File: config.mk
export PLATFORM = sky130hd
export DESIGN_NAME = gif_pixel_placement_core_flat
export DESIGN_NICKNAME = d
export VERILOG_FILES = /design/src/hw/rtl/gpp_pkg.sv /design/src/hw/rtl/gpp_if.sv /design/src/hw/rtl/gpp_queue.sv /design/src/hw/rtl/gpp_front.sv /design/src/hw/rtl/gpp_back.sv /design/src/hw/rtl/gif_pixel_placement_core.sv /design/src/flat_wrapper.sv
export SDC_FILE = /design/constraint.sdc
export NUM_CORES = 1
export LEC_CHECK = 0
export CAP_MARGIN = 5
export CORE_ASPECT_RATIO = 1.25
export CORE_UTILIZATION = 39
export DETAILED_ROUTE_END_ITERATION = 16
export DONT_BUFFER_PORTS = 1
export PLACE_DENSITY = 0.5
export SLEW_MARGIN = 25
export SYNTH_ARGS = -nofsm -noshare
export SYNTH_HDL_FRONTEND = slang
export SYNTH_SLANG_ARGS = --single-unit
File: constraint.sdc
create_clock -name i_clk -period 8 [get_ports i_clk]
set_input_delay 0.4 -clock i_clk [delete_from_list [all_inputs] [get_ports i_clk]]
set_output_delay 0.4 -clock i_clk [all_outputs]
set_load 0.01 [all_outputs]
File: src/hw/rtl/gpp_pkg.sv
`timescale 1ns / 1ps

package gpp_pkg;

    // Field widths
    localparam int COORD_W    = 16;
    localparam int PIX_W      = 8;
    localparam int MASK_W     = 8;
    localparam int ROW_N_W    = 17;
    localparam int ROW_R_W    = 20;

    // Configuration port
    localparam int APB_DATA_W = 32;
    localparam int APB_ADDR_W = 5;
    localparam int REG_IDX_W  = 3;

    // Queue between front and back
    localparam int QUEUE_DEPTH_DEF = 4;

    // Register reset values
    localparam logic [COORD_W-1:0] FRAME_WIDTH_RST  = 16'd1;
    localparam logic [COORD_W-1:0] FRAME_HEIGHT_RST = 16'd1;
    localparam logic [MASK_W-1:0]  MASK_CLEAR_RST   = 8'd0;
    localparam logic [MASK_W-1:0]  MASK_OPAQUE_RST  = 8'd255;

    typedef enum logic [REG_IDX_W-1:0] {
        REG_FRAME_WIDTH       = 3'd0,
        REG_FRAME_HEIGHT      = 3'd1,
        REG_INTERLACE_ON      = 3'd2,
        REG_TRANSPARENCY_ON   = 3'd3,
        REG_TRANSPARENT_INDEX = 3'd4,
        REG_MASK_CLEAR_VALUE  = 3'd5,
        REG_MASK_OPAQUE_VALUE = 3'd6
    } t_reg_idx;

    typedef struct packed {
        logic [COORD_W-1:0] frame_width;
        logic [COORD_W-1:0] frame_height;
        logic               interlace_on;
        logic               transparency_on;
        logic [PIX_W-1:0]   transparent_index;
        logic [MASK_W-1:0]  mask_clear_value;
        logic [MASK_W-1:0]  mask_opaque_value;
    } t_cfg;

    // One classified pixel on its way from front to back
    typedef struct packed {
        logic [PIX_W-1:0]   pixel_index;
        logic [COORD_W-1:0] line;
        logic [COORD_W-1:0] column;
        logic               adv;
        logic               first;
        logic               overflow;
        logic               color_write;
        logic               mask_write;
        logic               mask_clear;
    } t_q_entry;

    typedef struct packed {
        logic full;
        logic empty;
    } t_q_status;

    typedef struct packed {
        logic [COORD_W-1:0] column;
        logic [COORD_W-1:0] line;
    } t_front_status;

endpackage

File: src/hw/rtl/gpp_if.sv
`timescale 1ns / 1ps

// Pixel channel into the block
interface gpp_pix_if import gpp_pkg::*; ();
    logic             valid;
    logic             ready;
    logic [PIX_W-1:0] pixel_index;
    logic             first_of_frame;

    modport source (output valid, pixel_index, first_of_frame, input ready);
    modport sink   (input valid, pixel_index, first_of_frame, output ready);
endinterface

// Placement channel out of the block
interface gpp_place_if import gpp_pkg::*; ();
    logic               valid;
    logic               ready;
    logic [COORD_W-1:0] row;
    logic [COORD_W-1:0] column;
    logic               color_write;
    logic [PIX_W-1:0]   color_value;
    logic               mask_write;
    logic [MASK_W-1:0]  mask_value;
    logic               overflow;

    modport source (output valid, row, column, color_write, color_value, mask_write,
                    mask_value, overflow, input ready);
    modport sink   (input valid, row, column, color_write, color_value, mask_write,
                    mask_value, overflow, output ready);
endinterface

File: src/hw/rtl/gpp_queue.sv
`timescale 1ns / 1ps

module gpp_queue import gpp_pkg::*; #(
    parameter int DEPTH = QUEUE_DEPTH_DEF
) (
    input  logic      i_clk,
    input  logic      i_rst_n,
    input  logic      i_push,
    input  t_q_entry  i_push_entry,
    input  logic      i_pop,
    output t_q_entry  o_head,
    output t_q_status o_status
);

    localparam int PTR_W = $clog2(DEPTH);
    localparam int CNT_W = $clog2(DEPTH + 1);

    t_q_entry           r_mem [DEPTH];
    logic [PTR_W-1:0]   r_wr_ptr;
    logic [PTR_W-1:0]   r_rd_ptr;
    logic [CNT_W-1:0]   r_count;

    assign o_head         = r_mem[r_rd_ptr];
    assign o_status.full  = (r_count == CNT_W'(DEPTH));
    assign o_status.empty = (r_count == '0);

    // Store pushed entries
    always_ff @(posedge i_clk) begin
        if (i_push) begin
            r_mem[r_wr_ptr] <= i_push_entry;
        end
    end

    // Advance pointers and fill count
    always_ff @(posedge i_clk) begin
        if (!i_rst_n) begin
            r_wr_ptr <= '0;
            r_rd_ptr <= '0;
            r_count  <= '0;
        end else begin
            if (i_push) begin
                r_wr_ptr <= (r_wr_ptr == PTR_W'(DEPTH - 1)) ? '0 : r_wr_ptr + PTR_W'(1);
            end
            if (i_pop) begin
                r_rd_ptr <= (r_rd_ptr == PTR_W'(DEPTH - 1)) ? '0 : r_rd_ptr + PTR_W'(1);
            end
            if (i_push && !i_pop) begin
                r_count <= r_count + CNT_W'(1);
            end else if (!i_push && i_pop) begin
                r_count <= r_count - CNT_W'(1);
            end
        end
    end

endmodule

File: src/hw/rtl/gpp_front.sv
`timescale 1ns / 1ps

module gpp_front import gpp_pkg::*; (
    input  logic          i_clk,
    input  logic          i_rst_n,
    gpp_pix_if.sink       i_pix,
    input  t_cfg          i_cfg,
    input  t_q_status     i_q_status,
    output logic          o_push,
    output t_q_entry      o_push_entry,
    output t_front_status o_status
);

    logic [COORD_W-1:0] r_col;
    logic [COORD_W-1:0] r_line;
    logic [COORD_W-1:0] n_col;
    logic [COORD_W-1:0] n_line;

    logic [COORD_W-1:0] w_col_base;
    logic [COORD_W-1:0] w_line_base;
    logic [COORD_W-1:0] w_col_now;
    logic               w_adv;
    logic               w_ovf;
    logic               w_transp;

    assign i_pix.ready = !i_q_status.full;
    assign o_push      = i_pix.valid && i_pix.ready;
    assign o_status.column = r_col;
    assign o_status.line   = r_line;

    // Step the position and classify the pixel
    always_comb begin
        w_col_base  = i_pix.first_of_frame ? '0 : r_col;
        w_line_base = i_pix.first_of_frame ? '0 : r_line;
        w_adv       = (w_col_base >= i_cfg.frame_width);
        n_line      = w_adv ? w_line_base + COORD_W'(1) : w_line_base;
        w_col_now   = w_adv ? '0 : w_col_base;
        w_ovf       = (n_line >= i_cfg.frame_height);
        n_col       = w_ovf ? w_col_now : w_col_now + COORD_W'(1);
        w_transp    = i_cfg.transparency_on && (i_pix.pixel_index == i_cfg.transparent_index);

        o_push_entry.pixel_index = i_pix.pixel_index;
        o_push_entry.line        = n_line;
        o_push_entry.column      = w_ovf ? '0 : w_col_now;
        o_push_entry.adv         = w_adv;
        o_push_entry.first       = i_pix.first_of_frame;
        o_push_entry.overflow    = w_ovf;
        o_push_entry.color_write = !w_ovf && !w_transp;
        o_push_entry.mask_write  = !w_ovf && i_cfg.transparency_on;
        o_push_entry.mask_clear  = w_transp;
    end

    // Hold position between transfers
    always_ff @(posedge i_clk) begin
        if (!i_rst_n) begin
            r_col  <= '0;
            r_line <= '0;
        end else if (o_push) begin
            r_col  <= n_col;
            r_line <= n_line;
        end
    end

endmodule

File: src/hw/rtl/gpp_back.sv
`timescale 1ns / 1ps

module gpp_back import gpp_pkg::*; (
    input  logic       i_clk,
    input  logic       i_rst_n,
    input  t_cfg       i_cfg,
    input  t_q_status  i_q_status,
    input  t_q_entry   i_head,
    output logic       o_pop,
    gpp_place_if.source o_place
);

    typedef struct packed {
        t_q_entry           entry;
        logic [ROW_N_W-1:0] n;
        logic [ROW_R_W-1:0] r;
        logic               done;
    } t_row_stage;

    // One pass of the interlace search: skip the rows of the earlier pass
    function automatic t_row_stage row_level(input t_row_stage s, input logic [COORD_W-1:0] h,
                                             input logic [ROW_N_W-1:0] skip,
                                             input logic [1:0] sh,
                                             input logic [ROW_R_W-1:0] ofs);
        t_row_stage         o;
        logic [ROW_N_W-1:0] n;
        logic [ROW_R_W-1:0] r;
        o = s;
        n = s.n - skip;
        r = ({3'b000, n} << sh) + ofs;
        if (!s.done) begin
            o.n    = n;
            o.r    = r;
            o.done = (r < {4'b0000, h});
        end
        return o;
    endfunction

    logic [ROW_N_W-1:0] w_skip8;
    logic [ROW_N_W-1:0] w_skip4;
    logic [ROW_N_W-1:0] w_skip2;
    t_row_stage         w_seed;
    t_row_stage         w_fin;
    logic [COORD_W-1:0] w_row_sel;
    logic [MASK_W-1:0]  w_mask_sel;

    t_row_stage         r_s1, r_s2, r_s3;
    logic               r_s1_valid, r_s2_valid, r_s3_valid;
    logic               w_s1_free, w_s2_free, w_s3_free, w_out_free;

    logic               r_out_valid;
    logic [COORD_W-1:0] r_row;
    logic [COORD_W-1:0] r_column;
    logic               r_color_write;
    logic [PIX_W-1:0]   r_color_value;
    logic               r_mask_write;
    logic [MASK_W-1:0]  r_mask_value;
    logic               r_overflow;
    logic [COORD_W-1:0] r_cur_row;

    // Rows in each earlier interlace pass
    assign w_skip8 = ({1'b0, i_cfg.frame_height} + ROW_N_W'(7)) >> 3;
    assign w_skip4 = ({1'b0, i_cfg.frame_height} + ROW_N_W'(3)) >> 3;
    assign w_skip2 = ({1'b0, i_cfg.frame_height} + ROW_N_W'(1)) >> 2;

    // Stall chain from the output register back to the queue
    assign w_out_free = !r_out_valid || o_place.ready;
    assign w_s3_free  = !r_s3_valid || w_out_free;
    assign w_s2_free  = !r_s2_valid || w_s3_free;
    assign w_s1_free  = !r_s1_valid || w_s2_free;
    assign o_pop      = !i_q_status.empty && w_s1_free;

    always_comb begin
        w_seed.entry = i_head;
        w_seed.n     = {1'b0, i_head.line};
        w_seed.r     = '0;
        w_seed.done  = 1'b0;
        w_fin        = row_level(r_s3, i_cfg.frame_height, w_skip2, 2'd1, ROW_R_W'(1));

        // Pick the row: a new line recomputes it, a frame start clears it
        if (r_s3.entry.adv) begin
            w_row_sel = i_cfg.interlace_on ? w_fin.r[COORD_W-1:0] : r_s3.entry.line;
        end else if (r_s3.entry.first) begin
            w_row_sel = '0;
        end else begin
            w_row_sel = r_cur_row;
        end

        w_mask_sel = r_s3.entry.mask_clear ? i_cfg.mask_clear_value : i_cfg.mask_opaque_value;
    end

    // Row search pipeline payload
    always_ff @(posedge i_clk) begin
        if (w_s1_free) begin
            r_s1 <= row_level(w_seed, i_cfg.frame_height, '0, 2'd3, '0);
        end
        if (w_s2_free) begin
            r_s2 <= row_level(r_s1, i_cfg.frame_height, w_skip8, 2'd3, ROW_R_W'(4));
        end
        if (w_s3_free) begin
            r_s3 <= row_level(r_s2, i_cfg.frame_height, w_skip4, 2'd2, ROW_R_W'(2));
        end
        if (w_out_free && r_s3_valid) begin
            r_row         <= r_s3.entry.overflow ? '0 : w_row_sel;
            r_column      <= r_s3.entry.column;
            r_color_write <= r_s3.entry.color_write;
            r_color_value <= r_s3.entry.color_write ? r_s3.entry.pixel_index : '0;
            r_mask_write  <= r_s3.entry.mask_write;
            r_mask_value  <= r_s3.entry.mask_write ? w_mask_sel : '0;
            r_overflow    <= r_s3.entry.overflow;
        end
    end

    // Advance valids and hold the current row
    always_ff @(posedge i_clk) begin
        if (!i_rst_n) begin
            r_s1_valid  <= 1'b0;
            r_s2_valid  <= 1'b0;
            r_s3_valid  <= 1'b0;
            r_out_valid <= 1'b0;
            r_cur_row   <= '0;
        end else begin
            if (w_s1_free) begin
                r_s1_valid <= o_pop;
            end
            if (w_s2_free) begin
                r_s2_valid <= r_s1_valid;
            end
            if (w_s3_free) begin
                r_s3_valid <= r_s2_valid;
            end
            if (w_out_free) begin
                r_out_valid <= r_s3_valid;
                if (r_s3_valid) begin
                    r_cur_row <= w_row_sel;
                end
            end
        end
    end

    assign o_place.valid       = r_out_valid;
    assign o_place.row         = r_row;
    assign o_place.column      = r_column;
    assign o_place.color_write = r_color_write;
    assign o_place.color_value = r_color_value;
    assign o_place.mask_write  = r_mask_write;
    assign o_place.mask_value  = r_mask_value;
    assign o_place.overflow    = r_overflow;

endmodule

File: src/hw/rtl/gif_pixel_placement_core.sv
`timescale 1ns / 1ps
// Path: a pixel goes through the queue, row stages s1 to s3 and the output register.
// Throughput: one pixel per cycle unless the queue fills or the output is not ready; the
// position counters step once per transfer; the four-stage interlace pipeline can stall.
// Reset: synchronous, active low; clears position counters, queue, pipeline valids and
// the current row, and returns all configuration registers to their defaults.

module gif_pixel_placement_core import gpp_pkg::*; #(
    parameter int QUEUE_DEPTH = QUEUE_DEPTH_DEF
) (
    input  logic                  i_clk,
    input  logic                  i_rst_n,
    gpp_pix_if.sink               i_pix,
    gpp_place_if.source           o_place,
    input  logic                  psel,
    input  logic                  penable,
    input  logic                  pwrite,
    input  logic [APB_ADDR_W-1:0] paddr,
    input  logic [APB_DATA_W-1:0] pwdata,
    output logic [APB_DATA_W-1:0] prdata,
    output logic                  pready
);

    t_cfg          r_cfg;
    t_q_status     w_q_status;
    t_q_entry      w_push_entry;
    t_q_entry      w_head;
    t_front_status w_front_status;
    logic          w_push;
    logic          w_pop;
    logic          w_cfg_wr;
    t_reg_idx      w_reg_idx;

    assign pready    = 1'b1;
    assign w_cfg_wr  = psel && penable && pwrite && pready;
    assign w_reg_idx = t_reg_idx'(paddr[APB_ADDR_W-1:2]);

    // Write configuration registers
    always_ff @(posedge i_clk) begin
        if (!i_rst_n) begin
            r_cfg.frame_width       <= FRAME_WIDTH_RST;
            r_cfg.frame_height      <= FRAME_HEIGHT_RST;
            r_cfg.interlace_on      <= 1'b0;
            r_cfg.transparency_on   <= 1'b0;
            r_cfg.transparent_index <= '0;
            r_cfg.mask_clear_value  <= MASK_CLEAR_RST;
            r_cfg.mask_opaque_value <= MASK_OPAQUE_RST;
        end else if (w_cfg_wr) begin
            case (w_reg_idx)
                REG_FRAME_WIDTH:       r_cfg.frame_width       <= pwdata[COORD_W-1:0];
                REG_FRAME_HEIGHT:      r_cfg.frame_height      <= pwdata[COORD_W-1:0];
                REG_INTERLACE_ON:      r_cfg.interlace_on      <= pwdata[0];
                REG_TRANSPARENCY_ON:   r_cfg.transparency_on   <= pwdata[0];
                REG_TRANSPARENT_INDEX: r_cfg.transparent_index <= pwdata[PIX_W-1:0];
                REG_MASK_CLEAR_VALUE:  r_cfg.mask_clear_value  <= pwdata[MASK_W-1:0];
                REG_MASK_OPAQUE_VALUE: r_cfg.mask_opaque_value <= pwdata[MASK_W-1:0];
                default: begin
                end
            endcase
        end
    end

    // Read back configuration registers
    always_comb begin
        case (w_reg_idx)
            REG_FRAME_WIDTH:       prdata = APB_DATA_W'(r_cfg.frame_width);
            REG_FRAME_HEIGHT:      prdata = APB_DATA_W'(r_cfg.frame_height);
            REG_INTERLACE_ON:      prdata = APB_DATA_W'(r_cfg.interlace_on);
            REG_TRANSPARENCY_ON:   prdata = APB_DATA_W'(r_cfg.transparency_on);
            REG_TRANSPARENT_INDEX: prdata = APB_DATA_W'(r_cfg.transparent_index);
            REG_MASK_CLEAR_VALUE:  prdata = APB_DATA_W'(r_cfg.mask_clear_value);
            REG_MASK_OPAQUE_VALUE: prdata = APB_DATA_W'(r_cfg.mask_opaque_value);
            default:               prdata = '0;
        endcase
    end

    gpp_front u_front (
        .i_clk        (i_clk),
        .i_rst_n      (i_rst_n),
        .i_pix        (i_pix),
        .i_cfg        (r_cfg),
        .i_q_status   (w_q_status),
        .o_push       (w_push),
        .o_push_entry (w_push_entry),
        .o_status     (w_front_status)
    );

    gpp_queue #(
        .DEPTH (QUEUE_DEPTH)
    ) u_queue (
        .i_clk        (i_clk),
        .i_rst_n      (i_rst_n),
        .i_push       (w_push),
        .i_push_entry (w_push_entry),
        .i_pop        (w_pop),
        .o_head       (w_head),
        .o_status     (w_q_status)
    );

    gpp_back u_back (
        .i_clk      (i_clk),
        .i_rst_n    (i_rst_n),
        .i_cfg      (r_cfg),
        .i_q_status (w_q_status),
        .i_head     (w_head),
        .o_pop      (w_pop),
        .o_place    (o_place)
    );

    // A frame start with a real frame leaves the front one pixel into line zero
    a_first_pos: assert property (@(posedge i_clk) disable iff (!i_rst_n)
        (w_push && i_pix.first_of_frame && r_cfg.frame_width != '0 &&
         r_cfg.frame_height != '0)
        |=> (w_front_status.column == COORD_W'(1) && w_front_status.line == '0))
        else $error("front position wrong after frame start");

    a_queue_state: assert property (@(posedge i_clk) disable iff (!i_rst_n)
        !(w_q_status.full && w_q_status.empty))
        else $error("queue both full and empty");

    a_overflow_drop: assert property (@(posedge i_clk) disable iff (!i_rst_n)
        (o_place.valid && o_place.overflow)
        |-> (!o_place.color_write && !o_place.mask_write &&
             o_place.row == '0 && o_place.column == '0))
        else $error("overflow pixel still writes");

    a_mask_only: assert property (@(posedge i_clk) disable iff (!i_rst_n)
        (o_place.valid && o_place.mask_write && !o_place.color_write)
        |-> (r_cfg.transparency_on && o_place.mask_value == r_cfg.mask_clear_value))
        else $error("mask-only write without transparent value");

endmodule

File: src/flat_wrapper.sv
// flat-port wrapper written by rule: the top's interface ports become plain ports
module gif_pixel_placement_core_flat import gpp_pkg::*;
#(
    parameter int QUEUE_DEPTH = QUEUE_DEPTH_DEF
)
  (i_clk, i_rst_n, psel, penable, pwrite, paddr, pwdata, prdata, pready, i_pix_valid, i_pix_pixel_index, i_pix_first_of_frame, i_pix_ready, o_place_valid, o_place_row, o_place_column, o_place_color_write, o_place_color_value, o_place_mask_write, o_place_mask_value, o_place_overflow, o_place_ready);
  gpp_pix_if i_pix_i ();
  gpp_place_if o_place_i ();
  input  logic i_clk;
  input  logic i_rst_n;
  input  logic psel;
  input  logic penable;
  input  logic pwrite;
  input  logic [APB_ADDR_W-1:0] paddr;
  input  logic [APB_DATA_W-1:0] pwdata;
  output logic [APB_DATA_W-1:0] prdata;
  output logic pready;
  input wire logic [$bits(i_pix_i.valid)-1:0] i_pix_valid;
  input wire logic [$bits(i_pix_i.pixel_index)-1:0] i_pix_pixel_index;
  input wire logic [$bits(i_pix_i.first_of_frame)-1:0] i_pix_first_of_frame;
  output wire logic [$bits(i_pix_i.ready)-1:0] i_pix_ready;
  output wire logic [$bits(o_place_i.valid)-1:0] o_place_valid;
  output wire logic [$bits(o_place_i.row)-1:0] o_place_row;
  output wire logic [$bits(o_place_i.column)-1:0] o_place_column;
  output wire logic [$bits(o_place_i.color_write)-1:0] o_place_color_write;
  output wire logic [$bits(o_place_i.color_value)-1:0] o_place_color_value;
  output wire logic [$bits(o_place_i.mask_write)-1:0] o_place_mask_write;
  output wire logic [$bits(o_place_i.mask_value)-1:0] o_place_mask_value;
  output wire logic [$bits(o_place_i.overflow)-1:0] o_place_overflow;
  input wire logic [$bits(o_place_i.ready)-1:0] o_place_ready;
  assign i_pix_i.valid = i_pix_valid;
  assign i_pix_i.pixel_index = i_pix_pixel_index;
  assign i_pix_i.first_of_frame = i_pix_first_of_frame;
  assign i_pix_ready = i_pix_i.ready;
  assign o_place_valid = o_place_i.valid;
  assign o_place_row = o_place_i.row;
  assign o_place_column = o_place_i.column;
  assign o_place_color_write = o_place_i.color_write;
  assign o_place_color_value = o_place_i.color_value;
  assign o_place_mask_write = o_place_i.mask_write;
  assign o_place_mask_value = o_place_i.mask_value;
  assign o_place_overflow = o_place_i.overflow;
  assign o_place_i.ready = o_place_ready;
  gif_pixel_placement_core #(.QUEUE_DEPTH(QUEUE_DEPTH)) u_core (.i_clk(i_clk), .i_rst_n(i_rst_n), .i_pix(i_pix_i), .o_place(o_place_i), .psel(psel), .penable(penable), .pwrite(pwrite), .paddr(paddr), .pwdata(pwdata), .prdata(prdata), .pready(pready));
endmodule
==> qor.yml <==
flow_run:
  drv_cap: 0
cts:
  cts_sinks: 543
  clk_pin_slew_ns: 0.06
  numCtsBuffers: 57
  htree_levels: 2
  clock_latency_ns: 0.65
  ctsResizeCount: 0
  root_buffer: "clkbuf_16"
  cts_buffer_depth: 3
  cts_tree: "done"
detailed_routing:
  totalWireLength_um: 64500
  antenna_left: 0
  first_pass_iters: 6
  num_vias: 15800
  post_drt_wl_per_cell_um: 21.8
  viasPerCell: 5.33
  drt_iter0_drc: 1053
  drc: 0
grt:
  grt.overflow.total: 0
  gr-usage-all-layers_pct: 19.5
  grt_pass1_wl_um: 97300
  antenna_found_initial: 0
  grt_start_max_net_pins: 81
  grt_pass1_vias: 16100
final_layout:
  areaGrowthSynthToFinish_pct: 11.8
  n_fill_cell: 5923
  diodes: 0
  layout-drive-gt1-share_pct: 8.79
  finalInstanceArea_sq_um: 28400
  finalNonFillerCells: 2965
  nNetsFinal: 2248
worst_hold_path:
  hold_path.class: "in -> reg"
  hold_path.startpoint: "paddr[2]"
placement:
  postPlaceCellArea_sq_um: 26200
  dp.cells: 2830
  gp_congestion: 0.815
  io_buffers: 0
  dp_hpwl_um: 44600
yosys:
  muxShareOfSynthArea_pct: 6.64
  synth_adder_area_share_pct: 6.32
  yosys.area_share.simple_pct: 12.0
  ys_seq_area_share_pct: 59.4
  yosysWarnings: 0
  synth_xor_area_share_pct: 3.55
  synth.distinct_cells: 76
  synth_seq_cells: 543
  syn-cell-area_sq_um: 25400
  syn_inst: 2064
  synth-main-ff-cell: "edfxtp_1"
  async_reset_ff_share_pct: 0
  synth-edff-count: 424
  synth_compound_area_share_pct: 8.98
  syn_avg_cell_area_sq_um: 12.3
  synth_top_family_by_area: "simple AND/OR/NAND/NOR gates"
timing:
  setup_tns_ns: 0
  relSlewSlack_pct: 35.9
  clock.fmax_mhz: 188
  period_needed_ns: 5.32
  rsz0062_at_grt: "no"
  tightest_slew_ns: 0.962
  hold_viol: 0
  clock_skew_ns: 0.0621
  maxSlewViolCount: 0
  fin_crit_sh_pct: 66.5
  setup_violations: 0
worst_setup_path:
  rrSetupSlack_ns: 2.68
  crit_type: "reg -> reg"
  worst_setup_path_start_kind: "register"
  crit_start: "u_core.r_cfg[30]"
  worstReg2RegStart: "u_core.r_cfg[30]"
  crit_path_end_kind: "register"
  crit_required_ns: 8.51
  cp.arrival_ns: 5.83
  cp_max_fo: 12
pwr:
  p_leak_nw: 10.0
  p_per_area_nw_per_um2: 344
  irDropWorstVdd_mv: 0.180
status:
  status: "completed"
floorplanning:
  fp.dieArea_sq_um: 66200
  core_sq_um: 64400
  rows: 104
  die_x_um: 230
  start_util_pct: 39.5
  io_pins: 139
  die_h_um: 288
[kinds of logic after synthesis]
logic type                 Yosys count
xor gates and xnor gates           103
muxes                              107
other                                2
and+or+nand+nor                    624
DFF                                543
AOI/OAI and AO/OA                  368
buffers and inverters              191
adders and majority gates          126
[flip-flops by register name, summed over array words and instances (netlist names), 8 cells and up, named ones only]
register                           flops
u_core.r_cfg                          58
u_core.u_back.o_place.color_value      8
u_core.u_back.o_place.column          16
u_core.u_back.o_place.mask_value       8
u_core.u_back.o_place.row             16
u_core.u_back.r_cur_row               16
u_core.u_back.r_s1                    47
u_core.u_back.r_s2                    65
u_core.u_back.r_s3                    77
u_core.u_front.r_col                  16
u_core.u_front.r_line                 16
u_core.u_queue.r_mem                 184
[area by class of cell]
class	instances	area [sq um]	area share, %
multi-input combinational	1345	9640	33.9
timing repair buffer	46	425	1.50
clock inverter	25	319	1.12
inverter	76	287	1.01
tap	848	1060	3.73
sequential	543	15100	53.2
clock buffer	82	1570	5.52
[metal layers]
metal | GRT usage (%) | routed length, um | vias up
met2 | 36.3 | 34300 | 298
li1 | - | - | 7593
met3 | 3.18 | 2590 | 98
met4 | 6.66 | 2030 | 0
met1 | 22.4 | 25600 | 7817
met5 | 0 | 0 | -
[final timing paths]
| kind | depth (start not counted) | end |
|---|---|---|
| max | 18 | u_core.u_back.r_s3[0] |
| min | 3 | u_core.r_cfg[53] |
| min reg2reg | 0 | u_core.u_back.o_place.column[3] |
| max reg2reg | 18 | u_core.u_back.r_s3[0] |
[report_power, final]
part / leakage, nW / switching, mW / total (mW) / internal, mW
combinational: 3.87 / 1.58 / 2.80 / 1.22
clock: 0.906 / 1.13 / 2.69 / 1.56
sequential: 5.24 / 0.359 / 4.30 / 3.94
total: 10.0 / 3.06 / 9.78 / 6.72
[cells in the mapped netlist (all sizes together) (5+ instances only)]
cell       n  area share, %
edfxtp   424             50
nand2    184            2.7
nor2     151            2.2
a21oi    125            2.5
ha       122            6.0
dfxtp    119            9.4
o21ai     97            1.9
clkbuf    78            1.2
xnor2     77            2.7
inv       75            1.1
nand3     54            1.1
mux4      48            4.3
mux2i     45            1.8
nor2b     41            1.0
buf       37           0.82
nor3      29           0.59
and2      28           0.69
and3      28           0.69
a21o      26           0.77
xor2      26           0.90
nand2b    23           0.57
nand4     17           0.42
or3       17           0.42
nor3b     16           0.49
o21a      16           0.47
mux2      14           0.62
o211ai    14           0.41
a211oi    11           0.32
o31ai     11           0.32
a31oi      8           0.20
nor4       8           0.20
o2111ai    7           0.24
a32oi      6           0.21
or4        6           0.18
a2111oi    5           0.27
a22oi      5           0.15
and4       5           0.17
nand4b     5           0.17
o22ai      5           0.12
[worst max-delay path, cell delays in order (launching register included)]
cell and delay (ns):
dfxtp_1 0.54, clkinv_1 0.48, or3_1 0.61, xnor2_1 0.18
ha_1 0.35, o21a_1 0.13, o31a_1 0.13, nor4_1 0.41
o2111ai_1 0.25, o211ai_1 0.25, o21bai_1 0.10, a21oi_1 0.18
xor2_1 0.23, inv_1 0.08, ha_1 0.30, o2111ai_1 0.11
a21oi_1 0.07, a2111oi_0 0.56, a31o_2 0.24
[per-stage QoR]
stage	worst slack (ns)	hold WS, ns	utilization [%]	total power, mW
floorplan	2.61	0.400	-	6.35
global placement	2.67	0.401	40.7	7.10
detailed placement	2.57	0.405	40.7	7.16
CTS	2.59	0.000987	44.1	9.91
global route	2.17	0.0183	44.1	10.4
finish	2.68	0.0315	44.1	9.78
[layout by cell type (no fill, tap or decap), types with 45 or more instances in the layout]
cell,instances
ha_1,122
xnor2_1,77
edfxtp_1,424
o21ai_0,94
mux4_2,48
nand3_1,54
a21oi_1,125
inv_1,72
mux2i_1,45
dfxtp_1,117
clkbuf_16,57
nand2_1,182
nor2_1,150
[repair_timing]
action                     4_1_cts  5_1_grt
hold buffers                    28        0
hold endpoints to repair       117        0
setup endpoints to repair        0        0
buffers inserted                 0        0
(Power assumes the default switching activity.)
